===== config.mk =====
export PLATFORM = sky130hd
export DESIGN_NAME = seeded_variable_step_lowpass
export DESIGN_NICKNAME = d
export VERILOG_FILES = /design/src/svlp_pkg.sv /design/src/svlp_div.sv /design/src/seeded_variable_step_lowpass.sv
export VERILOG_INCLUDE_DIRS = /design/src /design/src/src
export SDC_FILE = /design/constraint.sdc
export NUM_CORES = 2
export LEC_CHECK = 0
export BUFFER_PORTS_ARGS = -buffer_cell sky130_fd_sc_hd__buf_2
export CORE_MARGIN = 10
export CORE_UTILIZATION = 45
export CTS_BUF_LIST = sky130_fd_sc_hd__clkbuf_8
export DETAILED_ROUTE_END_ITERATION = 12
export GPL_ROUTABILITY_DRIVEN = 1
export HOLD_SLACK_MARGIN = 0.05
export PLACE_DENSITY_LB_ADDON = 0.1
export SLEW_MARGIN = 15
export SYNTH_ARGS = -nofsm -noshare
export SYNTH_HDL_FRONTEND = slang
export SYNTH_HIERARCHICAL = 1
export SYNTH_SLANG_ARGS = --single-unit

===== constraint.sdc =====
create_clock -name i_clk -period 17.9 [get_ports i_clk]
set_input_delay 3.58 -clock i_clk [delete_from_list [all_inputs] [get_ports i_clk]]
set_output_delay 3.58 -clock i_clk [all_outputs]
set_load 0.05 [all_outputs]

===== src/seeded_variable_step_lowpass_macros.svh =====
// assertion macros shared by the filter block
// no dependencies; included by files that carry concurrent assertions
`ifndef SEEDED_VARIABLE_STEP_LOWPASS_MACROS_SVH
`define SEEDED_VARIABLE_STEP_LOWPASS_MACROS_SVH

// same-cycle implication, checked outside reset
`define SVLP_ASSERT_NOW(label, clk, rst_n, ante, cons, msg) \
    label: assert property (@(posedge clk) disable iff (!(rst_n)) (ante) |-> (cons)) \
        else $error(msg);

// next-cycle implication, checked outside reset
`define SVLP_ASSERT_NEXT(label, clk, rst_n, ante, cons, msg) \
    label: assert property (@(posedge clk) disable iff (!(rst_n)) (ante) |=> (cons)) \
        else $error(msg);

`endif


===== src/svlp_pkg.sv =====
// shared types and constants for the seeded variable-step low-pass block
// no dependencies; imported by svlp_div and seeded_variable_step_lowpass
package svlp_pkg;

    // field widths
    localparam int TEMP_W  = 16;
    localparam int TIME_W  = 32;
    localparam int MS_W    = 16;
    localparam int COUNT_W = 8;
    localparam int FAULT_W = 3;
    localparam int DEN_W   = MS_W + 1;

    // stream beat widths
    localparam int IN_TDATA_W  = 96;
    localparam int OUT_TDATA_W = 112;

    // configuration port
    localparam int CFG_ADDR_W = 3;
    localparam int CFG_DATA_W = 16;

    localparam logic [CFG_ADDR_W-1:0] CFG_SEED_MIN    = 3'd0;
    localparam logic [CFG_ADDR_W-1:0] CFG_SEED_MAX    = 3'd1;
    localparam logic [CFG_ADDR_W-1:0] CFG_MIN_SAMPLES = 3'd2;
    localparam logic [CFG_ADDR_W-1:0] CFG_TAU         = 3'd3;
    localparam logic [CFG_ADDR_W-1:0] CFG_GAP_LIMIT   = 3'd4;
    localparam logic [CFG_ADDR_W-1:0] CFG_PUB_IVL     = 3'd5;

    // register reset values
    localparam logic [TEMP_W-1:0]  RST_SEED_MIN    = 16'sd0;
    localparam logic [TEMP_W-1:0]  RST_SEED_MAX    = 16'sd3200;
    localparam logic [COUNT_W-1:0] RST_MIN_SAMPLES = 8'd3;
    localparam logic [MS_W-1:0]    RST_TAU         = 16'd2000;
    localparam logic [MS_W-1:0]    RST_GAP_LIMIT   = 16'd5000;
    localparam logic [MS_W-1:0]    RST_PUB_IVL     = 16'd250;

    // sequencer states
    typedef enum logic [2:0] {
        ST_IDLE,
        ST_CALC,
        ST_LOAD,
        ST_DIV,
        ST_FIN
    } t_state;

    // kind of filter update chosen for one read
    typedef enum logic [1:0] {
        UPD_HOLD,
        UPD_LOAD,
        UPD_STEP
    } t_upd;

    // divider status toward the sequencer
    typedef struct packed {
        logic busy;
        logic done;
    } t_div_stat;

    // sequencer controls
    typedef struct packed {
        logic ready;
        logic div_start;
        logic commit;
    } t_seq_ctl;

endpackage


===== src/svlp_div.sv =====
// restoring divider, one quotient bit per cycle, for the filter step
// depends on svlp_pkg; caller guarantees the numerator's high part is below the divisor
module svlp_div
    import svlp_pkg::*;
#(
    parameter int HI_W  = 16,
    parameter int QUO_W = 32
) (
    input  logic                    i_clk,
    input  logic                    i_rst_n,
    input  logic                    i_start,
    input  logic [HI_W+QUO_W-1:0]   i_num,
    input  logic [DEN_W-1:0]        i_den,
    output logic [QUO_W-1:0]        o_quo,
    output t_div_stat               o_stat
);

    localparam int NUM_W = HI_W + QUO_W;
    localparam int CNT_W = $clog2(QUO_W + 1);

    logic [DEN_W-1:0] r_rem;
    logic [QUO_W-1:0] r_low;
    logic [DEN_W-1:0] r_den;
    logic [CNT_W-1:0] r_cnt;
    logic             r_busy;
    logic             r_done;

    logic [DEN_W:0]   w_trial;
    logic [DEN_W+1:0] w_sub;
    logic             w_fit;

    // trial subtract of the divisor from the shifted remainder
    assign w_trial = {r_rem, r_low[QUO_W-1]};
    assign w_sub   = {1'b0, w_trial} - {2'b00, r_den};
    assign w_fit   = ~w_sub[DEN_W+1];

    // control: busy flag, step count, done pulse
    always_ff @(posedge i_clk) begin
        if (!i_rst_n) begin
            r_busy <= 1'b0;
            r_done <= 1'b0;
            r_cnt  <= '0;
        end else begin
            r_done <= 1'b0;
            if (i_start) begin
                r_busy <= 1'b1;
                r_cnt  <= CNT_W'(QUO_W);
            end else if (r_busy) begin
                r_cnt <= r_cnt - {{(CNT_W-1){1'b0}}, 1'b1};
                if (r_cnt == {{(CNT_W-1){1'b0}}, 1'b1}) begin
                    r_busy <= 1'b0;
                    r_done <= 1'b1;
                end
            end
        end
    end

    // datapath: remainder and the low word that trades numerator bits for quotient bits
    always_ff @(posedge i_clk) begin
        if (i_start) begin
            r_rem <= {{(DEN_W-HI_W){1'b0}}, i_num[NUM_W-1:QUO_W]};
            r_low <= i_num[QUO_W-1:0];
            r_den <= i_den;
        end else if (r_busy) begin
            r_rem <= w_fit ? w_sub[DEN_W-1:0] : w_trial[DEN_W-1:0];
            r_low <= {r_low[QUO_W-2:0], w_fit};
        end
    end

    assign o_quo       = r_low;
    assign o_stat.busy = r_busy;
    assign o_stat.done = r_done;

endmodule


===== src/seeded_variable_step_lowpass.sv =====
// top level of the seeded variable-step low-pass filter with telemetry record
// depends on svlp_pkg, svlp_div and seeded_variable_step_lowpass_macros.svh
//
//  channel  | direction | beat contents
//  ---------+-----------+----------------------------------------------------
//  s        | in        | one converter read (fault, temps, count, timestamp)
//  m        | out       | one record view per read, with published flag
//  cfg      | in        | register write: i_cfg_we, i_cfg_addr, i_cfg_wdata
//
// a read that steps the filter goes through the decision, load, divide and finish states,
// the serial divider producing one quotient bit per cycle; a fault read or one that
// only seeds, reloads or holds goes from the decision state straight to finish.
// synchronous active-low reset restores the register defaults and clears the state.
// o_s_tready is high only when idle; a held output beat stalls only the final commit.
`include "seeded_variable_step_lowpass_macros.svh"

module seeded_variable_step_lowpass
    import svlp_pkg::*;
#(
    parameter int FILTER_FRAC_BITS = 16
) (
    input  logic                    i_clk,
    input  logic                    i_rst_n,
    // fault[2:0], probe_temp[18:3], internal_temp[34:19], median_temp[50:35],
    // sample_count[58:51], timestamp_ms[90:59], zero fill above
    input  logic [IN_TDATA_W-1:0]   i_s_tdata,
    input  logic                    i_s_tvalid,
    output logic                    o_s_tready,
    // published[0], rec_timestamp[32:1], rec_probe[48:33], rec_internal[64:49],
    // rec_median[80:65], rec_filtered[96:81], rec_filter_seeded[97],
    // rec_count[105:98], rec_valid[106], rec_fault[109:107], zero fill above
    output logic [OUT_TDATA_W-1:0]  o_m_tdata,
    output logic                    o_m_tvalid,
    input  logic                    i_m_tready,
    input  logic                    i_cfg_we,
    input  logic [CFG_ADDR_W-1:0]   i_cfg_addr,
    input  logic [CFG_DATA_W-1:0]   i_cfg_wdata
);

    localparam int FW = TEMP_W + FILTER_FRAC_BITS;
    localparam int NW = MS_W + FW;

    // configuration registers
    logic signed [TEMP_W-1:0] r_cfg_seed_min;
    logic signed [TEMP_W-1:0] r_cfg_seed_max;
    logic [COUNT_W-1:0]       r_cfg_min_samples;
    logic [MS_W-1:0]          r_cfg_tau;
    logic [MS_W-1:0]          r_cfg_gap;
    logic [MS_W-1:0]          r_cfg_pub_ivl;

    // sequencer
    t_state   r_state, n_state;
    t_seq_ctl w_ctl;

    // captured read
    logic [FAULT_W-1:0]       r_fault;
    logic [TEMP_W-1:0]        r_probe_in;
    logic [TEMP_W-1:0]        r_internal_in;
    logic signed [TEMP_W-1:0] r_median;
    logic [COUNT_W-1:0]       r_count;
    logic [TIME_W-1:0]        r_ts;

    // filter state
    logic signed [FW-1:0] r_filter, n_filter;
    logic                 r_seeded, n_seeded;
    logic [TIME_W-1:0]    r_last_filt_time;
    logic [TIME_W-1:0]    r_last_pub_time;
    logic [TEMP_W-1:0]    r_last_probe;
    logic [TEMP_W-1:0]    r_last_internal;

    // telemetry record
    logic [TIME_W-1:0]  r_rec_ts, n_rec_ts;
    logic [TEMP_W-1:0]  r_rec_probe, n_rec_probe;
    logic [TEMP_W-1:0]  r_rec_internal, n_rec_internal;
    logic [TEMP_W-1:0]  r_rec_median, n_rec_median;
    logic [TEMP_W-1:0]  r_rec_filtered, n_rec_filtered;
    logic               r_rec_seeded, n_rec_seeded;
    logic [COUNT_W-1:0] r_rec_count, n_rec_count;
    logic               r_rec_valid, n_rec_valid;
    logic [FAULT_W-1:0] r_rec_fault, n_rec_fault;

    // step decision and divider operands
    t_upd             r_upd, w_upd;
    logic             r_set_time, w_set_time;
    logic             r_neg;
    logic [NW-1:0]    r_prod;
    logic [DEN_W-1:0] r_den;

    // output register
    logic                   r_m_tvalid;
    logic [OUT_TDATA_W-1:0] r_m_tdata;

    // decision-cycle datapath
    logic signed [FW-1:0] w_m;
    logic [TIME_W-1:0]    w_dt;
    logic                 w_gap;
    logic                 w_seed_ok;
    logic signed [FW:0]   w_diff;
    logic [FW:0]          w_mag_full;
    logic [FW-1:0]        w_mag;
    logic [NW-1:0]        w_prod;
    logic [DEN_W-1:0]     w_den;

    // commit-cycle datapath
    logic [FW-1:0]        w_quo;
    t_div_stat            w_div_stat;
    logic signed [FW:0]   w_qs;
    logic signed [FW:0]   w_step;
    logic [TIME_W-1:0]    w_pub_age;
    logic                 w_pub;

    // configuration writes
    always_ff @(posedge i_clk) begin
        if (!i_rst_n) begin
            r_cfg_seed_min    <= RST_SEED_MIN;
            r_cfg_seed_max    <= RST_SEED_MAX;
            r_cfg_min_samples <= RST_MIN_SAMPLES;
            r_cfg_tau         <= RST_TAU;
            r_cfg_gap         <= RST_GAP_LIMIT;
            r_cfg_pub_ivl     <= RST_PUB_IVL;
        end else if (i_cfg_we) begin
            unique case (i_cfg_addr)
                CFG_SEED_MIN:    r_cfg_seed_min    <= i_cfg_wdata;
                CFG_SEED_MAX:    r_cfg_seed_max    <= i_cfg_wdata;
                CFG_MIN_SAMPLES: r_cfg_min_samples <= i_cfg_wdata[COUNT_W-1:0];
                CFG_TAU:         r_cfg_tau         <= i_cfg_wdata;
                CFG_GAP_LIMIT:   r_cfg_gap         <= i_cfg_wdata;
                CFG_PUB_IVL:     r_cfg_pub_ivl     <= i_cfg_wdata;
                default: ;
            endcase
        end
    end

    // sequencer outputs
    always_comb begin
        w_ctl.ready     = (r_state == ST_IDLE);
        w_ctl.div_start = (r_state == ST_LOAD);
        w_ctl.commit    = (r_state == ST_FIN) && (!r_m_tvalid || i_m_tready);
    end

    // sequencer next state
    always_comb begin
        n_state = r_state;
        unique case (r_state)
            ST_IDLE: if (i_s_tvalid) begin
                n_state = ST_CALC;
            end
            ST_CALC: n_state = (w_upd == UPD_STEP) ? ST_LOAD : ST_FIN;
            ST_LOAD: n_state = ST_DIV;
            ST_DIV:  if (w_div_stat.done) begin
                n_state = ST_FIN;
            end
            ST_FIN:  if (w_ctl.commit) begin
                n_state = ST_IDLE;
            end
            default: n_state = ST_IDLE;
        endcase
    end

    always_ff @(posedge i_clk) begin
        if (!i_rst_n) begin
            r_state <= ST_IDLE;
        end else begin
            r_state <= n_state;
        end
    end

    // input capture
    always_ff @(posedge i_clk) begin
        if (w_ctl.ready && i_s_tvalid) begin
            r_fault       <= i_s_tdata[2:0];
            r_probe_in    <= i_s_tdata[18:3];
            r_internal_in <= i_s_tdata[34:19];
            r_median      <= i_s_tdata[50:35];
            r_count       <= i_s_tdata[58:51];
            r_ts          <= i_s_tdata[90:59];
        end
    end

    // elapsed time, seed check and the step's product and divisor
    assign w_m        = {r_median, {FILTER_FRAC_BITS{1'b0}}};
    assign w_dt       = r_ts - r_last_filt_time;
    assign w_gap      = w_dt > {{(TIME_W-MS_W){1'b0}}, r_cfg_gap};
    assign w_seed_ok  = (r_count >= r_cfg_min_samples) && (r_median >= r_cfg_seed_min)
                        && (r_median <= r_cfg_seed_max);
    assign w_diff     = {w_m[FW-1], w_m} - {r_filter[FW-1], r_filter};
    assign w_mag_full = w_diff[FW] ? -w_diff : w_diff;
    assign w_mag      = w_mag_full[FW-1:0];
    assign w_prod     = {{FW{1'b0}}, w_dt[MS_W-1:0]} * {{MS_W{1'b0}}, w_mag};
    assign w_den      = {1'b0, r_cfg_tau} + {1'b0, w_dt[MS_W-1:0]};

    // update kind for this read
    always_comb begin
        w_upd      = UPD_HOLD;
        w_set_time = 1'b0;
        priority if (r_fault != '0) begin
            w_upd      = UPD_HOLD;
        end else if (!r_seeded) begin
            if (w_seed_ok) begin
                w_upd      = UPD_LOAD;
                w_set_time = 1'b1;
            end
        end else begin
            w_set_time = 1'b1;
            if (w_gap) begin
                w_upd = UPD_LOAD;
            end else if (w_dt != '0) begin
                w_upd = UPD_STEP;
            end
        end
    end

    always_ff @(posedge i_clk) begin
        if (r_state == ST_CALC) begin
            r_upd      <= w_upd;
            r_set_time <= w_set_time;
            r_neg      <= w_diff[FW];
            r_prod     <= w_prod;
            r_den      <= w_den;
        end
    end

    // divider for dt*(m - filter)/(tau + dt)
    svlp_div #(
        .HI_W  (MS_W),
        .QUO_W (FW)
    ) u_div (
        .i_clk   (i_clk),
        .i_rst_n (i_rst_n),
        .i_start (w_ctl.div_start),
        .i_num   (r_prod),
        .i_den   (r_den),
        .o_quo   (w_quo),
        .o_stat  (w_div_stat)
    );

    // new filter value, truncated quotient carries the sign of the difference
    assign w_qs   = r_neg ? -$signed({1'b0, w_quo}) : $signed({1'b0, w_quo});
    assign w_step = {r_filter[FW-1], r_filter} + w_qs;

    always_comb begin
        unique case (r_upd)
            UPD_LOAD: n_filter = w_m;
            UPD_STEP: n_filter = w_step[FW-1:0];
            default:  n_filter = r_filter;
        endcase
        n_seeded = r_seeded || (r_upd == UPD_LOAD);
    end

    // publish check and next record
    assign w_pub_age = r_ts - r_last_pub_time;
    assign w_pub     = (r_fault == '0) &&
                       (w_pub_age >= {{(TIME_W-MS_W){1'b0}}, r_cfg_pub_ivl});

    always_comb begin
        n_rec_ts       = r_rec_ts;
        n_rec_probe    = r_rec_probe;
        n_rec_internal = r_rec_internal;
        n_rec_median   = r_rec_median;
        n_rec_filtered = r_rec_filtered;
        n_rec_seeded   = r_rec_seeded;
        n_rec_count    = r_rec_count;
        n_rec_valid    = r_rec_valid;
        n_rec_fault    = r_rec_fault;
        priority if (r_fault != '0) begin
            n_rec_fault = r_fault;
            n_rec_valid = 1'b0;
        end else if (w_pub) begin
            n_rec_ts       = r_ts;
            n_rec_probe    = r_probe_in;
            n_rec_internal = r_internal_in;
            n_rec_median   = r_median;
            n_rec_filtered = n_seeded ? n_filter[FW-1:FILTER_FRAC_BITS] : '0;
            n_rec_seeded   = n_seeded;
            n_rec_count    = r_count;
            n_rec_valid    = 1'b1;
            n_rec_fault    = '0;
        end
    end

    // state commit
    always_ff @(posedge i_clk) begin
        if (!i_rst_n) begin
            r_filter         <= '0;
            r_seeded         <= 1'b0;
            r_last_filt_time <= '0;
            r_last_pub_time  <= '0;
            r_last_probe     <= '0;
            r_last_internal  <= '0;
            r_rec_ts         <= '0;
            r_rec_probe      <= '0;
            r_rec_internal   <= '0;
            r_rec_median     <= '0;
            r_rec_filtered   <= '0;
            r_rec_seeded     <= 1'b0;
            r_rec_count      <= '0;
            r_rec_valid      <= 1'b0;
            r_rec_fault      <= '0;
        end else if (w_ctl.commit) begin
            r_filter <= n_filter;
            r_seeded <= n_seeded;
            if (r_set_time) begin
                r_last_filt_time <= r_ts;
            end
            if (w_pub) begin
                r_last_pub_time <= r_ts;
            end
            if (r_fault == '0) begin
                r_last_probe    <= r_probe_in;
                r_last_internal <= r_internal_in;
            end
            r_rec_ts       <= n_rec_ts;
            r_rec_probe    <= n_rec_probe;
            r_rec_internal <= n_rec_internal;
            r_rec_median   <= n_rec_median;
            r_rec_filtered <= n_rec_filtered;
            r_rec_seeded   <= n_rec_seeded;
            r_rec_count    <= n_rec_count;
            r_rec_valid    <= n_rec_valid;
            r_rec_fault    <= n_rec_fault;
        end
    end

    // output beat register
    always_ff @(posedge i_clk) begin
        if (!i_rst_n) begin
            r_m_tvalid <= 1'b0;
        end else if (w_ctl.commit) begin
            r_m_tvalid <= 1'b1;
        end else if (i_m_tready) begin
            r_m_tvalid <= 1'b0;
        end
    end

    always_ff @(posedge i_clk) begin
        if (w_ctl.commit) begin
            r_m_tdata <= {2'b00, n_rec_fault, n_rec_valid, n_rec_count, n_rec_seeded,
                          n_rec_filtered, n_rec_median, n_rec_internal, n_rec_probe,
                          n_rec_ts, w_pub};
        end
    end

    assign o_s_tready = w_ctl.ready;
    assign o_m_tvalid = r_m_tvalid;
    assign o_m_tdata  = r_m_tdata;

    // checks on the sequencer and the divider handoff
    `SVLP_ASSERT_NEXT(a_accept_to_calc, i_clk, i_rst_n, i_s_tvalid && o_s_tready,
        r_state == ST_CALC, "accepted beat did not start the decision cycle")
    `SVLP_ASSERT_NOW(a_div_done_in_wait, i_clk, i_rst_n, w_div_stat.done,
        r_state == ST_DIV, "divider finished outside the wait state")
    `SVLP_ASSERT_NOW(a_out_from_commit, i_clk, i_rst_n, $rose(o_m_tvalid),
        $past(r_state) == ST_FIN, "output beat raised without a commit")
    `SVLP_ASSERT_NOW(a_seed_sticks, i_clk, i_rst_n, 1'b1,
        !$fell(r_seeded), "filter lost its seeded flag")

endmodule


; Word-level counts from Yosys, hierarchy flattened
; Cells that the tools add are included.
[word_totals]
register_bits = 642
in_bits = 120
out_inout_bits = 114
elab_cells = 151
[classes]
addsub = 9
mul = 1
order_cmp = 5
n_eq_ne = 16
mux = 47
n_bitwise = 3
reduce_logical = 28
[op_table]
columns = operator, count
row1 = 32-bit two-way mux, 6
row2 = 16-bit two-way mux, 11
row3 = 32-bit negator, 2
row4 = 32-bit one-hot mux with 2 select lines, 1
row5 = 32-bit subtractor, 2
row6 = 16-bit by 32-bit multiplier with 48-bit output, 1
row7 = 32-bit by 32-bit subtractor with 33-bit output, 1
row8 = 32-bit adder, 1
row9 = 32-bit by 16-bit greater-or-equal comparator with 1-bit output, 1
row10 = 32-bit by 16-bit > comparator with 1-bit output, 1
row11 = 32-bit nonzero test, 1
row12 = 18-bit by 17-bit subtractor with 19-bit output, 1
row13 = 3-bit two-way mux, 6
row14 = 2-bit AND reduction, 9
row15 = 16-bit by 16-bit adder with 17-bit output, 1
row16 = 17-bit two-way mux, 1
row17 = 16-bit greater-or-equal comparator, 1
row18 = 16-bit <= comparator, 1
row19 = 8-bit two-way mux, 2
row20 = 3-bit one-hot mux with 5 select lines, 1
row21 = 1-bit two-way mux, 13
row22 = "3-bit by 2-bit equality test with 1-bit output, second input constant", 4
row23 = 6-bit two-way mux, 2
row24 = "3-bit equality test, second input constant", 3
row25 = 19 further kinds, 36

; Longest topological paths before layout
[depth]
word_depth = 9
ltp_mapped = 39
depth_no_buf = 36

; By module
; The synthesis kept the hierarchy.
[by_module_without_submodules]
columns = mod, n_inst, cells_per_inst, area_per_inst_um2
row1 = seeded_variable_step_lowpass, 1, 5123, 47088.9
row2 = svlp_div, 1, 360, 4210.3

; Least setup slack after synthesis
; Ideal clock, no wire load.
[synth_path]
path_type = reg-to-reg
start = reg r_filter[0]
end = reg r_prod[45] (data pin)
setup_ps = 279
arrival_ps = 10533
t_required_ps = 17621
slack_ps = 7089
stages_incl_launch_ff = 35
n_path_buf = 4
cell_sequence = dfxtp_1 clkbuf_1 inv_1 clkbuf_1 ha_1 nor4b_1 clkbuf_1 a31oi_1 o41ai_1 a31oi_1 nor2_2 clkinv_1 a32oi_1 o22ai_1 xor2_1 clkbuf_1 nor2_1 fa_1 fa_1 fa_1 fa_1 fa_1 inv_1 fa_1 inv_1 ha_1 and3_1 and3b_1 a211oi_1 a211oi_1 o41ai_1 o21ai_0 a211o_1 and4b_1 or4b_2
[synth_rtl]
columns = item, line_no
row1 = start: declaration, seeded_variable_step_lowpass.sv:64  ; logic signed [FW-1:0] r_filter, n_filter;
row2 = start signal: assignment, seeded_variable_step_lowpass.sv:300  ; r_filter <= n_filter;
row3 = 32-bit by 32-bit subtractor with 33-bit output, seeded_variable_step_lowpass.sv:186  ; assign w_diff = {w_m[FW-1], w_m} - {r_filter[FW-1], r_filter};
row4 = net w_diff[32], seeded_variable_step_lowpass.sv:98  ; logic signed [FW:0] w_diff;
row5 = 32-bit two-way mux, seeded_variable_step_lowpass.sv:187  ; assign w_mag_full = w_diff[FW] ? -w_diff : w_diff;
row6 = 16-bit by 32-bit multiplier with 48-bit output, seeded_variable_step_lowpass.sv:189  ; assign w_prod = {{FW{1'b0}}, w_dt[MS_W-1:0]} * {{MS_W{1'b0}}, w_mag};
row7 = net w_prod[45], seeded_variable_step_lowpass.sv:101  ; logic [NW-1:0] w_prod;
row8 = end signal: assignment, seeded_variable_step_lowpass.sv:218  ; r_prod <= w_prod;
row9 = end: declaration, seeded_variable_step_lowpass.sv:86  ; logic [NW-1:0] r_prod;
; The timed path passes the listed nets, and every way through them passes these cells.
; A chain may end at the register's enable or synchronous reset.

; Worst setup path after layout
[layout_path]
start = reg r_median[2]
end = reg r_prod[45] (data pin)
[layout_rtl]
columns = item, line_no
row1 = start: declaration, seeded_variable_step_lowpass.sv:59  ; logic signed [TEMP_W-1:0] r_median;
row2 = start signal: assignment, seeded_variable_step_lowpass.sv:174  ; r_median <= i_s_tdata[50:35];
row3 = 32-bit by 32-bit subtractor with 33-bit output, seeded_variable_step_lowpass.sv:186
row4 = net w_diff[32], seeded_variable_step_lowpass.sv:98
row5 = 32-bit two-way mux, seeded_variable_step_lowpass.sv:187
row6 = 16-bit by 32-bit multiplier with 48-bit output, seeded_variable_step_lowpass.sv:189
row7 = net w_prod[45], seeded_variable_step_lowpass.sv:101
; The timed path passes the listed nets, and every way through them passes these cells.

==> summary.md <==
| Metric | Value |
|---|---|
| Global route overflow | 0 |
| CP Class | register to register |
| First-pass GRT wire length | 230,000 microns |
| Clock edge transition at the registers on the reported setup and hold paths | 0.07 ns |
| Post-route ant nets | 0 |
| DP Wirelength | 110,000 microns |
| CP Buf/Inv Count | 8 |
| Max Cap Viol | 0 |
| GPL Wtd Cong | 0.889 |
| CP max stage cell | o41ai_1 |
| RSZ-0062 raised after global routing | false |
| Final setup viols | 0 |
| Fin crit period | 12.49 ns |
| Hold worst-path end | u_div/r_den[13]$_DFFE_PP_ |
| R2r endpoint | r_prod[45]$_DFFE_PN_ |
| Slowest stage delay, CP | 0.75 ns |
| Worst rel slew slack | 13.0% |
| DR DRC count | 0 |
| Max Transition Viols Final | 0 |
| Iteration-0 DRC Markers | 3,119 |
| Final hold viol count | 0 |
| Die W | 358 microns |
| WL final | 148,000 microns |
| FF-to-FF setup slack | 5.41 ns |
| Worst setup SP type | register |
| Synth-to-layout area growth | 10.3% |
| Critical Path Fanout Max | 27 |
| Worst r2r src | r_median[2]$_DFFE_PP_ |
| Post_cts resized | 0 |
| IO Pins | 234 |
| Worst-Margin Slew | 1.30 ns |
| Initial antenna violation count | 9 |
| Rows | 123 |
| CP Data Arrival Time | 12.98 ns |
| CTS sink count | 642 |
| Clock Path Buffers | 3 |
| Fin crit share | 69.8% |
| Clk_skew | 0.110 ns |
| Initial Util | 45.5% |
| Die H | 358 microns |
| Status | finished, final reports clean |
| TritonCTS Buffers | 112 |
| Final setup TNS | 0 ns |
| Layout cells sized above 1 | 12.1% |
| Die Footprint | 0.128 sq mm |
| Global-route usage over all layers | 23.0% |
| Vias | 39.7k |
| WL/cell | 20.3 microns |
| CP required | 18.39 ns |
| Worst setup EP type | register |
| Hold Startpoint | r_den[13]$_DFFE_PN_ |
| Final nets | 6,557 |
| Core area | 0.113 sq mm |
| CTS tree | built |
| CTS Root Cell | clkbuf_8 |
| Min-delay worst type | register to register |
| Vias in the first global route | 39.2k |
| F_max | 80.1 MHz |
| Clk_lat worst skew | 0.82 ns |
| H-tree depth | 3 |
| Synth Warn # | 6 |
| Worst reg-to-reg path cell count | 34 |
| Mapped Cells | 5,482 |
| Vias/cell | 5.46 |
| Largest net degree at the start of global routing | 132 |
| Syn avg cell area | 9.36 sq um |
| Postcts setup bufs | 0 |
| Worst Hold Depth | 0 |
| Router iterations before antenna repair | 6 |
| CTS Hold Buffers Added | 0 |
| Synthesized area | 0.0513 sq mm |
| Most used cell, CP | fa_1 |
| Port Buffers | 226 |
| Critical path's top delay family | compound AO/OA/AOI/OAI gates |
==> worst register-to-register path: cells and delay by family (launching register included) <==
family / cells / cell delay [ns]
simple gates: 7 / 2.02
buf+inv: 8 / 1.21
flops: 1 / 0.61
fa+ha+maj: 8 / 3.97
compound gates: 10 / 4.15
xor+xnor: 1 / 0.18
==> placed cells by master, fill, tap and decap left out, drive strengths merged, types with 81 or more instances in the layout <==
cell type / count
a21o: 104
a21oi: 314
buf: 311
clkbuf: 129
dfxtp: 307
edfxtp: 335
fa: 423
ha: 340
inv: 727
mux2: 132
mux2i: 147
nand2: 932
nor2: 312
o21ai: 130
xnor2: 158
xor2: 81
==> through the flow <==
step                util (%)  setup WS [ns]  instance area, sq um  hold WS [ns]  std cells
finish                  50.1           5.41                 56600         0.401       7274
detailed placement      48.0           5.59                 54200         0.405       7060
CTS                     50.1           5.48                 56500         0.404       7268
global route            50.1           4.83                 56600         0.419       7272
floorplan                  -           7.09                 51300         0.400       5483
global placement        48.0           5.69                 54200         0.403       7060
==> routing by layer <==
layer / GRT usage (%) / share of wire [%] / wire, microns / up-vias
met1: 33.7 / 47 / 69600 / 19502
met5: 0 / 0 / 0 / -
met2: 34.9 / 43 / 64000 / 1186
met4: 5.73 / 2.2 / 3200 / 0
li1: - / - / - / 18842
met3: 4.11 / 7.4 / 10900 / 185
==> registers in the layout, indices dropped and copies added, names as in the netlist, 17 cells and up <==
register and cells:
r_ts 32, r_filter 32, r_rec_ts 32, r_last_pub_time 32
u_div/o_quo 32, u_div/r_rem 17, r_den 17, r_last_filt_time 32
o_m_tdata 110, u_div/r_den 17, r_prod 48
==> final cells by class <==
class                      instances  area, sq um
timing repair buffer             311         1780
inverter                         695         2620
sequential                       642        16200
antenna                            6         15.0
clock inverter                    79          579
clock buffer                     129         1780
fill                           10769        56200
tap                             1500         1880
multi-input combinational       3912        31700
==> how the worst max path moves through the flow <==
stage / start / slack (ns) / depth (start not counted) / end
floorplan: r_filter[0]$_SDFFE_PN0P_ / 7.09 / 34 / r_prod[45]$_DFFE_PN_
global placement: r_median[2]$_DFFE_PP_ / 5.69 / 34 / r_prod[45]$_DFFE_PN_
detailed placement: r_median[2]$_DFFE_PP_ / 5.59 / 34 / r_prod[45]$_DFFE_PN_
CTS: r_median[2]$_DFFE_PP_ / 5.48 / 34 / r_prod[45]$_DFFE_PN_
global route: r_median[2]$_DFFE_PP_ / 4.83 / 32 / r_prod[45]$_DFFE_PN_
finish: r_median[2]$_DFFE_PP_ / 5.41 / 34 / r_prod[45]$_DFFE_PN_
Power is left out: the tool's default activity adds up to more than one toggle a clock period on the data nets, which glitch-free logic cannot reach.
